--- src/sv/md5_pkg.sv ---
//------------------------------------------------------------------------------
// md5_pkg
// shared constants, types and round tables for the md5 digest block
//------------------------------------------------------------------------------
`default_nettype none
package md5_pkg;

  localparam int unsigned WordW   = 32;
  localparam int unsigned ChunkWords = 16;
  localparam int unsigned QueueDepth = 4;
  localparam int unsigned LenW    = 61;

  localparam logic [31:0] InitA = 32'h67452301;
  localparam logic [31:0] InitB = 32'hefcdab89;
  localparam logic [31:0] InitC = 32'h98badcfe;
  localparam logic [31:0] InitD = 32'h10325476;
  localparam logic [7:0]  PadByte = 8'h80;

  // one queued word for the compression side; fin marks the chunk that ends
  // the message
  typedef struct packed {
    logic [31:0] word;
    logic        fin;
  } qword_t;

  function automatic logic [31:0] sine_k(input logic [5:0] r);
    logic [31:0] k;
    begin
      case (r)
        6'd0:  k = 32'hd76aa478; 6'd1:  k = 32'he8c7b756;
        6'd2:  k = 32'h242070db; 6'd3:  k = 32'hc1bdceee;
        6'd4:  k = 32'hf57c0faf; 6'd5:  k = 32'h4787c62a;
        6'd6:  k = 32'ha8304613; 6'd7:  k = 32'hfd469501;
        6'd8:  k = 32'h698098d8; 6'd9:  k = 32'h8b44f7af;
        6'd10: k = 32'hffff5bb1; 6'd11: k = 32'h895cd7be;
        6'd12: k = 32'h6b901122; 6'd13: k = 32'hfd987193;
        6'd14: k = 32'ha679438e; 6'd15: k = 32'h49b40821;
        6'd16: k = 32'hf61e2562; 6'd17: k = 32'hc040b340;
        6'd18: k = 32'h265e5a51; 6'd19: k = 32'he9b6c7aa;
        6'd20: k = 32'hd62f105d; 6'd21: k = 32'h02441453;
        6'd22: k = 32'hd8a1e681; 6'd23: k = 32'he7d3fbc8;
        6'd24: k = 32'h21e1cde6; 6'd25: k = 32'hc33707d6;
        6'd26: k = 32'hf4d50d87; 6'd27: k = 32'h455a14ed;
        6'd28: k = 32'ha9e3e905; 6'd29: k = 32'hfcefa3f8;
        6'd30: k = 32'h676f02d9; 6'd31: k = 32'h8d2a4c8a;
        6'd32: k = 32'hfffa3942; 6'd33: k = 32'h8771f681;
        6'd34: k = 32'h6d9d6122; 6'd35: k = 32'hfde5380c;
        6'd36: k = 32'ha4beea44; 6'd37: k = 32'h4bdecfa9;
        6'd38: k = 32'hf6bb4b60; 6'd39: k = 32'hbebfbc70;
        6'd40: k = 32'h289b7ec6; 6'd41: k = 32'heaa127fa;
        6'd42: k = 32'hd4ef3085; 6'd43: k = 32'h04881d05;
        6'd44: k = 32'hd9d4d039; 6'd45: k = 32'he6db99e5;
        6'd46: k = 32'h1fa27cf8; 6'd47: k = 32'hc4ac5665;
        6'd48: k = 32'hf4292244; 6'd49: k = 32'h432aff97;
        6'd50: k = 32'hab9423a7; 6'd51: k = 32'hfc93a039;
        6'd52: k = 32'h655b59c3; 6'd53: k = 32'h8f0ccc92;
        6'd54: k = 32'hffeff47d; 6'd55: k = 32'h85845dd1;
        6'd56: k = 32'h6fa87e4f; 6'd57: k = 32'hfe2ce6e0;
        6'd58: k = 32'ha3014314; 6'd59: k = 32'h4e0811a1;
        6'd60: k = 32'hf7537e82; 6'd61: k = 32'hbd3af235;
        6'd62: k = 32'h2ad7d2bb; default: k = 32'heb86d391;
      endcase
      return k;
    end
  endfunction

  function automatic logic [4:0] rot_s(input logic [5:0] r);
    logic [4:0] s;
    begin
      case ({r[5:4], r[1:0]})
        4'd0:  s = 5'd7;  4'd1:  s = 5'd12; 4'd2:  s = 5'd17; 4'd3:  s = 5'd22;
        4'd4:  s = 5'd5;  4'd5:  s = 5'd9;  4'd6:  s = 5'd14; 4'd7:  s = 5'd20;
        4'd8:  s = 5'd4;  4'd9:  s = 5'd11; 4'd10: s = 5'd16; 4'd11: s = 5'd23;
        4'd12: s = 5'd6;  4'd13: s = 5'd10; 4'd14: s = 5'd15; default: s = 5'd21;
      endcase
      return s;
    end
  endfunction

  // message word index used by a round
  function automatic logic [3:0] msg_idx(input logic [5:0] r);
    logic [3:0] g;
    begin
      case (r[5:4])
        2'd0:    g = r[3:0];
        2'd1:    g = 4'(({2'b0, r[3:0]} * 6'd5) + 6'd1);
        2'd2:    g = 4'(({2'b0, r[3:0]} * 6'd3) + 6'd5);
        default: g = 4'({2'b0, r[3:0]} * 6'd7);
      endcase
      return g;
    end
  endfunction

endpackage
`default_nettype wire

--- src/sv/md5_message_digest_top.sv ---
//------------------------------------------------------------------------------
// md5_message_digest_top
// streaming md5 hash of a word-wide message
//------------------------------------------------------------------------------
// usage: drive in_data_word, in_valid_bytes, in_last with start; a transaction
// is taken on a clock edge with start high and busy low. words are little
// endian, only the last word may be partial, an empty message is one word
// with zero bytes and last set.
// a front end counts the length, expands the 0x80 pad, zero fill and 64-bit
// bit length into a four-entry queue. the core drains the queue into a
// 16-word chunk ram (one word a cycle while the queue is not empty) and then
// runs 64 rounds, one a cycle, plus a final step to fold in the chain values.
// throughput is set by the single round unit, which takes no words while a
// chunk is in its rounds. after the last word, out_valid pulses for one cycle
// with the digest once the one or two final chunks have been folded in.
// busy is high while the queue is full or padding is being generated.
// reset (synchronous, rst_n low) returns the chain values to their initial
// values and empties the queue; the chunk ram needs no clearing.
// the receiver cannot stall: out_valid is a one-cycle strobe.
//------------------------------------------------------------------------------
`default_nettype none
module md5_message_digest_top #(
  parameter int unsigned QDepth = md5_pkg::QueueDepth
) (
  input  wire logic        clk,
  input  wire logic        rst_n,
  input  wire logic        start,
  output logic             busy,
  input  wire logic [31:0] in_data_word,
  input  wire logic [2:0]  in_valid_bytes,
  input  wire logic        in_last,
  output logic             out_valid,
  output logic [31:0]      out_digest_a,
  output logic [31:0]      out_digest_b,
  output logic [31:0]      out_digest_c,
  output logic [31:0]      out_digest_d
);

  logic            q_push, q_full, q_pop, q_empty;
  md5_pkg::qword_t q_wdata, q_rdata;

  md5_front u_front (
    .clk         (clk),
    .rst_n       (rst_n),
    .start       (start),
    .busy        (busy),
    .data_word   (in_data_word),
    .valid_bytes (in_valid_bytes),
    .last        (in_last),
    .q_push      (q_push),
    .q_data      (q_wdata),
    .q_full      (q_full)
  );

  md5_queue #(.Depth(QDepth)) u_queue (
    .clk   (clk),
    .rst_n (rst_n),
    .push  (q_push),
    .wdata (q_wdata),
    .full  (q_full),
    .pop   (q_pop),
    .rdata (q_rdata),
    .empty (q_empty)
  );

  md5_core u_core (
    .clk      (clk),
    .rst_n    (rst_n),
    .q_empty  (q_empty),
    .q_data   (q_rdata),
    .q_pop    (q_pop),
    .done     (out_valid),
    .digest_a (out_digest_a),
    .digest_b (out_digest_b),
    .digest_c (out_digest_c),
    .digest_d (out_digest_d)
  );

endmodule
`default_nettype wire

--- src/sv/md5_ram.sv ---
//------------------------------------------------------------------------------
// md5_ram
// generic single-port-write, single-port-read ram with registered read
//------------------------------------------------------------------------------
`default_nettype none
module md5_ram #(
  parameter int unsigned Width = 32,
  parameter int unsigned Depth = 16
) (
  input  wire logic                     clk,
  input  wire logic                     we,
  input  wire logic [$clog2(Depth)-1:0] waddr,
  input  wire logic [Width-1:0]         wdata,
  input  wire logic [$clog2(Depth)-1:0] raddr,
  output logic      [Width-1:0]         rdata
);

  logic [Width-1:0] mem [Depth];

  always_ff @(posedge clk) begin
    if (we) begin
      mem[waddr] <= wdata;
    end
    rdata <= mem[raddr];
  end

endmodule
`default_nettype wire

--- src/sv/md5_front.sv ---
//------------------------------------------------------------------------------
// md5_front
// takes message words, counts length, expands padding into queued words
//------------------------------------------------------------------------------
`default_nettype none
module md5_front (
  input  wire logic                        clk,
  input  wire logic                        rst_n,
  input  wire logic                        start,
  output logic                             busy,
  input  wire logic [31:0]                 data_word,
  input  wire logic [2:0]                  valid_bytes,
  input  wire logic                        last,
  output logic                             q_push,
  output md5_pkg::qword_t                  q_data,
  input  wire logic                        q_full
);

  localparam logic [1:0] ST_IN   = 2'd0;
  localparam logic [1:0] ST_PAD  = 2'd1;
  localparam logic [1:0] ST_LENL = 2'd2;
  localparam logic [1:0] ST_LENH = 2'd3;

  logic [1:0]              state_r, state_nxt;
  logic [3:0]              pos_r, pos_nxt;
  logic [md5_pkg::LenW-1:0] len_r, len_nxt;
  logic [31:0]             pend_r, pend_nxt;   // pad word still to send
  logic                    pend_v_r, pend_v_nxt;
  logic [2:0]              nb;
  logic [31:0]             keep, padw;
  logic [63:0]             bits;
  logic                    acc;

  assign busy = (state_r != ST_IN) || q_full;
  assign acc  = start && !busy;
  assign nb   = (!last || valid_bytes > 3'd4) ? 3'd4 : valid_bytes;
  assign bits = {len_r, 3'b000};

  always_comb begin
    keep = 32'hffffffff;
    padw = 32'h0;
    case (nb)
      3'd0: keep = 32'h00000000;
      3'd1: keep = 32'h000000ff;
      3'd2: keep = 32'h0000ffff;
      3'd3: keep = 32'h00ffffff;
      default: keep = 32'hffffffff;
    endcase
    case (nb)
      3'd0: padw = {24'h0, md5_pkg::PadByte};
      3'd1: padw = (data_word & keep) | {16'h0, md5_pkg::PadByte, 8'h0};
      3'd2: padw = (data_word & keep) | {8'h0, md5_pkg::PadByte, 16'h0};
      3'd3: padw = (data_word & keep) | {md5_pkg::PadByte, 24'h0};
      default: padw = data_word;
    endcase
  end

  always_comb begin
    state_nxt  = state_r;
    pos_nxt    = pos_r;
    len_nxt    = len_r;
    pend_nxt   = pend_r;
    pend_v_nxt = pend_v_r;
    q_push     = 1'b0;
    q_data     = '{word: 32'h0, fin: 1'b0};
    unique case (state_r)
      ST_IN: begin
        if (acc) begin
          len_nxt = len_r + md5_pkg::LenW'(nb);
          if (nb == 3'd4) begin
            q_push = 1'b1;
            q_data = '{word: data_word, fin: 1'b0};
            pos_nxt = pos_r + 4'd1;
            if (last) begin
              pend_nxt   = {24'h0, md5_pkg::PadByte};
              pend_v_nxt = 1'b1;
              state_nxt  = ST_PAD;
            end
          end else begin
            pend_nxt   = padw;
            pend_v_nxt = 1'b1;
            state_nxt  = ST_PAD;
          end
        end
      end
      ST_PAD: begin
        if (!q_full) begin
          q_push = 1'b1;
          q_data = '{word: pend_v_r ? pend_r : 32'h0, fin: 1'b0};
          pend_v_nxt = 1'b0;
          pos_nxt = pos_r + 4'd1;
          if (pos_r == 4'd13) begin
            state_nxt = ST_LENL;
          end
        end
      end
      ST_LENL: begin
        if (!q_full) begin
          q_push = 1'b1;
          q_data = '{word: bits[31:0], fin: 1'b0};
          pos_nxt = pos_r + 4'd1;
          state_nxt = ST_LENH;
        end
      end
      ST_LENH: begin
        if (!q_full) begin
          q_push = 1'b1;
          q_data = '{word: bits[63:32], fin: 1'b1};
          pos_nxt = 4'd0;
          len_nxt = '0;
          state_nxt = ST_IN;
        end
      end
      default: state_nxt = ST_IN;
    endcase
  end

  always_ff @(posedge clk) begin
    if (!rst_n) begin
      state_r  <= ST_IN;
      pos_r    <= 4'd0;
      len_r    <= '0;
      pend_v_r <= 1'b0;
    end else begin
      state_r  <= state_nxt;
      pos_r    <= pos_nxt;
      len_r    <= len_nxt;
      pend_v_r <= pend_v_nxt;
    end
    pend_r <= pend_nxt;
  end

endmodule
`default_nettype wire

--- src/sv/md5_queue.sv ---
//------------------------------------------------------------------------------
// md5_queue
// small fifo between the word front end and the compression core
//------------------------------------------------------------------------------
`default_nettype none
module md5_queue #(
  parameter int unsigned Depth = md5_pkg::QueueDepth
) (
  input  wire logic            clk,
  input  wire logic            rst_n,
  input  wire logic            push,
  input  wire md5_pkg::qword_t wdata,
  output logic                 full,
  input  wire logic            pop,
  output md5_pkg::qword_t      rdata,
  output logic                 empty
);

  localparam int unsigned AW = $clog2(Depth);

  md5_pkg::qword_t   slot_r [Depth];
  logic [AW-1:0]     wp_r, rp_r;
  logic [AW:0]       cnt_r;

  assign full  = (cnt_r == (AW+1)'(Depth));
  assign empty = (cnt_r == '0);
  assign rdata = slot_r[rp_r];

  always_ff @(posedge clk) begin
    if (!rst_n) begin
      wp_r  <= '0;
      rp_r  <= '0;
      cnt_r <= '0;
    end else begin
      if (push) begin
        wp_r <= (wp_r == AW'(Depth - 1)) ? '0 : wp_r + AW'(1);
      end
      if (pop) begin
        rp_r <= (rp_r == AW'(Depth - 1)) ? '0 : rp_r + AW'(1);
      end
      cnt_r <= cnt_r + (AW+1)'(push) - (AW+1)'(pop);
    end
    if (push) begin
      slot_r[wp_r] <= wdata;
    end
  end

endmodule
`default_nettype wire

--- src/sv/md5_core.sv ---
//------------------------------------------------------------------------------
// md5_core
// fills the chunk ram from the queue, runs 64 rounds, one per cycle, and adds the result into the chain values
//------------------------------------------------------------------------------
`default_nettype none
module md5_core (
  input  wire logic            clk,
  input  wire logic            rst_n,
  input  wire logic            q_empty,
  input  wire md5_pkg::qword_t q_data,
  output logic                 q_pop,
  output logic                 done,
  output logic [31:0]          digest_a,
  output logic [31:0]          digest_b,
  output logic [31:0]          digest_c,
  output logic [31:0]          digest_d
);

  localparam logic [1:0] ST_FILL = 2'd0;
  localparam logic [1:0] ST_RND  = 2'd1;
  localparam logic [1:0] ST_ADD  = 2'd2;

  logic [1:0]  state_r;
  logic [3:0]  wpos_r;
  logic [5:0]  rnd_r;
  logic        fin_r;
  logic [31:0] ha_r, hb_r, hc_r, hd_r;
  logic [31:0] a_r, b_r, c_r, d_r;
  logic [31:0] mw, f, t, rot;
  logic [5:0]  rnd_rd;
  logic [4:0]  s;
  logic [63:0] dbl;

  // the ram read runs one round ahead of the datapath
  assign rnd_rd = (state_r == ST_RND) ? rnd_r + 6'd1 : 6'd0;

  md5_ram #(.Width(32), .Depth(md5_pkg::ChunkWords)) u_ram (
    .clk   (clk),
    .we    (q_pop),
    .waddr (wpos_r),
    .wdata (q_data.word),
    .raddr (md5_pkg::msg_idx(rnd_rd)),
    .rdata (mw)
  );

  assign q_pop = (state_r == ST_FILL) && !q_empty;
  assign digest_a = ha_r;
  assign digest_b = hb_r;
  assign digest_c = hc_r;
  assign digest_d = hd_r;

  always_comb begin
    case (rnd_r[5:4])
      2'd0:    f = (b_r & c_r) | (~b_r & d_r);
      2'd1:    f = (d_r & b_r) | (~d_r & c_r);
      2'd2:    f = b_r ^ c_r ^ d_r;
      default: f = c_r ^ (b_r | ~d_r);
    endcase
    t   = f + a_r + md5_pkg::sine_k(rnd_r) + mw;
    s   = md5_pkg::rot_s(rnd_r);
    dbl = {t, t} << s;
    rot = dbl[63:32];
  end

  always_ff @(posedge clk) begin
    if (!rst_n) begin
      state_r <= ST_FILL;
      wpos_r  <= 4'd0;
      rnd_r   <= 6'd0;
      fin_r   <= 1'b0;
      done    <= 1'b0;
      ha_r <= md5_pkg::InitA; hb_r <= md5_pkg::InitB;
      hc_r <= md5_pkg::InitC; hd_r <= md5_pkg::InitD;
    end else begin
      done <= 1'b0;
      unique case (state_r)
        ST_FILL: begin
          if (q_pop) begin
            wpos_r <= wpos_r + 4'd1;
            if (wpos_r == 4'd15) begin
              fin_r   <= q_data.fin;
              state_r <= ST_RND;
              rnd_r   <= 6'd0;
            end
          end
          if (done) begin
            ha_r <= md5_pkg::InitA; hb_r <= md5_pkg::InitB;
            hc_r <= md5_pkg::InitC; hd_r <= md5_pkg::InitD;
          end
        end
        ST_RND: begin
          rnd_r <= rnd_r + 6'd1;
          if (rnd_r == 6'd63) begin
            state_r <= ST_ADD;
          end
        end
        ST_ADD: begin
          ha_r <= ha_r + a_r; hb_r <= hb_r + b_r;
          hc_r <= hc_r + c_r; hd_r <= hd_r + d_r;
          done    <= fin_r;
          state_r <= ST_FILL;
        end
        default: state_r <= ST_FILL;
      endcase
    end
    if (state_r == ST_FILL) begin
      a_r <= ha_r; b_r <= hb_r; c_r <= hc_r; d_r <= hd_r;
      if (done) begin
        a_r <= md5_pkg::InitA; b_r <= md5_pkg::InitB;
        c_r <= md5_pkg::InitC; d_r <= md5_pkg::InitD;
      end
    end else if (state_r == ST_RND) begin
      a_r <= d_r;
      d_r <= c_r;
      c_r <= b_r;
      b_r <= b_r + rot;
    end
  end

endmodule
`default_nettype wire
--- config.mk ---
export PLATFORM = sky130hd
export DESIGN_NAME = md5_message_digest_top
export DESIGN_NICKNAME = d
export VERILOG_FILES = /design/src/sv/md5_pkg.sv /design/src/sv/md5_message_digest_top.sv /design/src/sv/md5_ram.sv /design/src/sv/md5_front.sv /design/src/sv/md5_queue.sv /design/src/sv/md5_core.sv
export SDC_FILE = /design/constraint.sdc
export NUM_CORES = 2
export LEC_CHECK = 0
export ABC_AREA = 0
export BUFFER_PORTS_ARGS = -buffer_cell sky130_fd_sc_hd__buf_2
export CAP_MARGIN = 10
export CORE_UTILIZATION = 60
export DETAILED_ROUTE_END_ITERATION = 8
export PLACE_DENSITY = 0.77
export SKIP_CTS_REPAIR_TIMING = 1
export SLEW_MARGIN = 20
export SYNTH_ARGS = -nofsm -noshare
export SYNTH_HDL_FRONTEND = slang
export SYNTH_SLANG_ARGS = --single-unit
export TNS_END_PERCENT = 20
--- constraint.sdc ---
create_clock -name clk -period 11.25 [get_ports clk]
set_input_delay 2.25 -clock clk [delete_from_list [all_inputs] [get_ports clk]]
set_output_delay 2.25 -clock clk [all_outputs]
set_load 0.01 [all_outputs]
# Word-level counts from Yosys, hierarchy flattened
# Memories as Yosys holds them, arrays and structs flattened. A register that Yosys moved wholly into a read port is not among the register bits.
# Index checks and enable logic that the tools add are counted.
[word_totals]
register_bits = 377
ram_bits = 644
mem_bits_ro = 2128
in_bits = 39
output_inout_bits = 130
memories = 4
[classes]
addsub = 18
n_mul = 3
n_lt_le_gt_ge = 1
n_eq_ne = 31
shift = 1
n_mux = 75
bitwise_logic = 13
reduce_logical = 30
[mem_list]
columns = ["name", "words", "word_bits", "read_ports", "rd_ports_with_merged_regs", "write_ports", "line_no", "text"]
rows = [
  ["(name not given)", 64, 32, 1, 1, 0, "md5_pkg.sv:29", "case (r)"],
  ["u_core.u_ram.mem", 16, 32, 1, 1, 1, "md5_ram.sv:18", "logic [Width-1:0] mem [Depth];"],
  ["u_queue.slot_r", 4, 33, 1, 1, 1, "md5_queue.sv:21", "md5_pkg::qword_t slot_r [Depth];"],
  ["(name not given)", 16, 5, 1, 1, 0, "md5_pkg.sv:70", "case ({r[5:4], r[1:0]})"],
]
[op_table]
columns = ["op", "count"]
rows = [
  ["32-bit two-way mux", 15],
  ["32-bit adder", 8],
  ["32-bit one-hot mux with 2 select lines", 4],
  ["32-bit one-hot mux with 4 select lines", 2],
  ["33-bit two-way mux", 5],
  ["32-bit AND", 5],
  ["33-bit one-hot mux with 4 select lines", 1],
  ["61-bit two-way mux", 2],
  ["61-bit one-hot mux with 2 select lines", 1],
  ["32-bit OR", 3],
  ["32-bit one-hot mux with 3 select lines", 1],
  ["32-bit bitwise XOR", 3],
  ["32-bit NOT", 2],
  ["64-bit by 5-bit << shifter with 64-bit output", 1],
  ["61-bit by 3-bit adder with 61-bit output", 1],
  ["6-bit two-way mux", 5],
  ["2-bit two-way mux", 14],
  ["4-bit two-way mux", 6],
  ["4-bit one-hot mux with 3 select lines", 2],
  ["2-bit inequality test (second input constant)", 8],
  ["3-bit AND reduction", 5],
  ["2-bit equality test (second input constant)", 7],
  ["4-bit by 1-bit adder with 4-bit output (second input constant)", 3],
  ["6-bit one-hot mux with 2 select lines", 1],
  ["32 further kinds", 67],
]

# Depth between registers and ports, before layout
[logic_depth]
word_depth = 11
mapped_depth = 37
depth_no_buf = 35

# Cells and area by module
# A second synthesis with hierarchy kept.
[unflattened]
cells_unflattened = 5409
area_unflattened_um2 = 59778.6
[by_module_without_submodules]
columns = ["module", "n_inst", "cells_per_inst", "area_per_inst_um2", "seq_area_each_um2"]
rows = [
  ["md5_core", 1, 3771, 29453.2, 7427.1],
  ["md5_ram", 1, 838, 19835.3, 16015.4],
  ["md5_queue", 1, 217, 5266.3, 4144.0],
  ["md5_front", 1, 583, 5223.8, 2322.2],
]

# Least setup slack after synthesis
# OpenSTA, ideal clock, no wires.
[synth_path]
path_kind = "register -> register"
start = "register u_core.rnd_r[5]"
end = "register u_core.b_r[30] (data pin)"
setup_ps = 267
arrival_ps = 7862
setup_slack_ps = 3122
path_stages_with_launch = 36
n_path_buf = 4
period_less_slack_ps = 8128
cell_sequence = "dfxtp_1 -> clkbuf_1 -> clkbuf_1 -> clkbuf_1 -> clkbuf_1 -> nand3_1 -> o221ai_1 -> fa_1 -> fa_1 -> inv_1 -> ha_1 -> inv_1 -> fa_1 -> nand2b_1 -> a21oi_1 -> o211a_1 -> a2bb2oi_4 -> a32o_1 -> or2_0 -> mux4_2 -> o221a_2 -> mux2_2 -> mux2i_1 -> ha_1 -> fa_1 -> a21o_1 -> a21o_1 -> a21oi_1 -> o22ai_1 -> a21oi_1 -> o31a_1 -> o31ai_1 -> o41ai_1 -> o21ai_0 -> xnor2_1 -> o21ai_0"
[synth_via]
elab_chain_cells = 9
[synth_lines]
columns = ["element", "line_no", "text"]
rows = [
  ["start, declared", "md5_core.sv:25", "logic [5:0] rnd_r;"],
  ["start signal, assigned", "md5_core.sv:92", "rnd_r <= rnd_r + 6'd1;"],
  ["2-bit equality test (tied with other cells)", "md5_core.sv:53", "case (rnd_r[5:4])"],
  ["32-bit one-hot mux with 3 select lines (*)", "md5_core.sv:53", ""],
  ["32-bit adder (*) (3 in a row)", "md5_core.sv:59", "t = f + a_r + md5_pkg::sine_k(rnd_r) + mw;"],
  ["64-bit by 5-bit << shifter with 64-bit output (*)", "md5_core.sv:61", "dbl = {t, t} << s;"],
  ["32-bit adder (*)", "md5_core.sv:116", "b_r <= b_r + rot;"],
  ["32-bit two-way mux (*)", "md5_core.sv:112", "end else if (state_r == ST_RND) begin"],
  ["32-bit two-way mux (*)", "md5_core.sv:106", "if (state_r == ST_FILL) begin"],
  ["end signal, assigned", "md5_core.sv:107", "a_r <= ha_r; b_r <= hb_r; c_r <= hc_r; d_r <= hd_r;"],
  ["end signal, assigned", "md5_core.sv:109", "a_r <= md5_pkg::InitA; b_r <= md5_pkg::InitB;"],
  ["end signal, assigned", "md5_core.sv:116", ""],
  ["end, declared", "md5_core.sv:28", "logic [31:0] a_r, b_r, c_r, d_r;"],
]
# Every way passes the cells marked *; elsewhere a longest branch is shown, timed or not. The select of a mux whose other input is x is not followed.
# A chain may end at the register's enable or synchronous reset.

# Worst setup path in the final report
[layout_path]
start = "register u_core.rnd_r[4]"
end = "register u_core.b_r[30] (data pin)"
# Same word-level chain as after synthesis.

==> metrics <==
run status completed; WS Path Type reg -> reg; slowest CP cell dfxtp_4; Crit Path Max Fanout 55; port bufs 168; Clk pin slew, worst setup/hold paths 0.06 ns; CTS tree yes; Vias 48768; Critical Path AT 10.10 ns; die outline height 320.2 um; Clk Latency, worst-skew pair 0.75 ns; most frequent cell after synthesis edfxtp_1; Layout Skew 0.05653 ns; area of the core 100100 um2; synthesized area per cell 10.21 um2; Max Transition Viols Final 0; Post-Layout Cell Count 7352; H-tree level count 3; setup_tns 0 ns; DP HPWL 121.4 mm; Vias/cell 6.633; die area 102500 um2; Final #Nets 6297; DRC 0; Worst slew margin 0.2421; storage element area 29920 um2; number of synthesized flops with an enable pin 804; sequential cell area fraction in the yosys report 0.4923; drt pass-1 iters 7; Leak 24.61 nW; CP endpoint kind register; clock tree sinks 1092; Tcrit/Tclk final 0.8608; Synth cell types 103; crit start category register; Chip Width 320.2 um; CTS max path bufs 3; pwr dens 247.3 nW/um2; Final ANT Viol Nets 0; final RePlAce weighted congestion 1.004; Hold Path Class reg -> reg; clock tree root buffer cell clkbuf_16; Synth area leader edfxtp_1; Starting Density 0.6066; synthesis-to-layout area growth 9.352%; DR iter-0 viols 5928; DRT Wirelength 184.1 mm; Synth Instances 5949; commonest cells in the netlist edfxtp_1 (804), nand2_1 (754), o21ai_0 (383); Slew @ Worst Pin 1.137 ns; dpl cells 7142; RSZ-0062 raised after global routing no; largest net degree at the start of global routing 171; initial antenna violation count 1; Final Setup Violations 0; Synth Flop Type edfxtp_1; FFs w/ async S/R, synth 0; cts bufs inserted 109; Overflow after GRT 0; CP peak stage delay 0.77 ns; share of cells above drive strength 1 0.09669; Final Util 0.6634; Synth area leaders edfxtp_1 (40%), dfxtp_1 (9.5%), ha_1 (4.8%), nand2_1 (4.7%), o21ai_0 (3.2%); gr usage total 0.3529; Max IR drop VDD 0.0002414 V; I/O Pins 169; Data required, critical path 11.66 ns; highest clock rate 103.3 MHz; multi-input logic area 28580 um2; row count 116; Synth Cell Area 60750 um2; number of global-route vias before repair 45147; min Tclk post-route 9.685 ns; fillers 7571; Avg WL per Cell 25.05 um; Yosys Warn Count 0; Max Cap Viol 0; first-pass GRT wire length 276.1 mm; Synth top area share 0.3974; final hold violations 0; Synth Register Bits 1092
[final timing paths]
path | slack (ns) | to | start | depth (start not counted)
worst max register to register | 1.57 | u_core.b_r[30] | u_core.rnd_r[4] | 34
worst max-delay path | 1.57 | u_core.b_r[30] | u_core.rnd_r[4] | 34
worst min-delay path | 0.51 | u_front.len_r[37] | u_front.len_r[37] | 2
worst min register to register | 0.51 | u_front.len_r[37] | u_front.len_r[37] | 2
[area by class of cell]
type	count	share of cell area
tap	1298	0.02445
multi-input combinational	4207	0.4302
inverter	285	0.01620
antenna	4	0.0001507
timing repair buffer	260	0.02328
clock buffer	144	0.04494
clock inverter	62	0.01043
sequential	1092	0.4504
[state kept, by name, indices dropped and copies added (netlist names), 6 cells and up, named ones only]
signal	count
u_core.u_ram.mem	512
u_queue.slot_r	132
u_front.len_r	61
u_core.a_r	32
u_core.b_r	32
u_core.c_r	32
u_core.d_r	32
u_core.digest_a	32
u_core.digest_b	32
u_core.digest_c	32
u_core.digest_d	32
u_core.u_ram.rdata	32
u_front.pend_r	32
u_core.rnd_r	6
[cells by family (layout without fill, tap and decap cells)]
kind of cell / Yosys count / count (layout) / share of synthesized area
AOI/OAI and AO/OA: 1733 / 1733 / 0.1888
xor gates and xnor gates: 252 / 252 / 0.03656
adders and majority gates: 333 / 333 / 0.07612
buffers and inverters: 656 / 751 / 0.04102
DFF: 1092 / 1092 / 0.4923
muxes: 121 / 121 / 0.03062
other: 1 / 11 / 0.00006173
and+or+nand+nor: 1761 / 1761 / 0.1345
[power by group]
group | total [mW] | switching [mW] | leakage (nW) | internal, mW
Clock | 3.71 | 1.62 | 1.78 | 2.09
Combinational | 7.31 | 4.58 | 13.0 | 2.73
Sequential | 5.41 | 0.127 | 9.84 | 5.28
[stage by stage]
stage	setup WS (ns)	instance area (um2)	total power, mW	hold slack, ns
detailed placement	1.824	62750	12.66	0.4960
global route	1.009	66430	17.34	0.5474
global placement	2.022	62740	12.54	0.4818
CTS	1.705	66430	16.37	0.5145
floorplan	3.122	60780	10.72	0.4229
finish	1.565	66440	16.43	0.5097
[critical path: cells and delay by family, from the launching register on]
family	cells	cell delay, ns
AO/OA/AOI/OAI	18	3.86
XOR/XNOR	2	0.34
adder cells (fa/ha/maj)	6	2.16
buffers and inverters	3	0.79
flip-flops	1	0.77
multiplexers	3	1.00
AND/OR/NAND/NOR	2	0.39
[layout by cell type (no fill, tap or decap), types with 30 or more instances in the layout]
master and instances:
a211oi_1 202, a21o_1 69, a21oi_1 364, a222oi_1 30, a22oi_1 48, a311oi_1 74, a31oi_1 135, and2_1 163
and3_1 44, buf_2 167, buf_4 92, clkbuf_16 110, dfxtp_1 284, edfxtp_1 804, fa_1 71, ha_1 232
inv_1 278, maj3_1 30, mux2i_1 55, mux4_2 50, nand2_1 751, nand2b_1 36, nand3_1 114, nand3b_1 63
nor2_1 337, nor3_1 73, o211ai_1 51, o21a_1 40, o21ai_0 383, o221ai_1 41, o22a_1 35, o22ai_1 56
or3_1 30, xnor2_1 125, xor2_1 126
[metal layers]
| layer | global-route usage | up-vias | wire [um] |
|---|---|---|---|
| met1 | 0.4599 | 23460 | 71320 |
| met4 | 0.2117 | 0 | 12720 |
| li1 | - | 22034 | - |
| met2 | 0.5607 | 2714 | 83920 |
| met3 | 0.05235 | 560 | 16180 |
| met5 | 0 | - | 0 |
No activity file was read; power rests on OpenSTA's default activity.
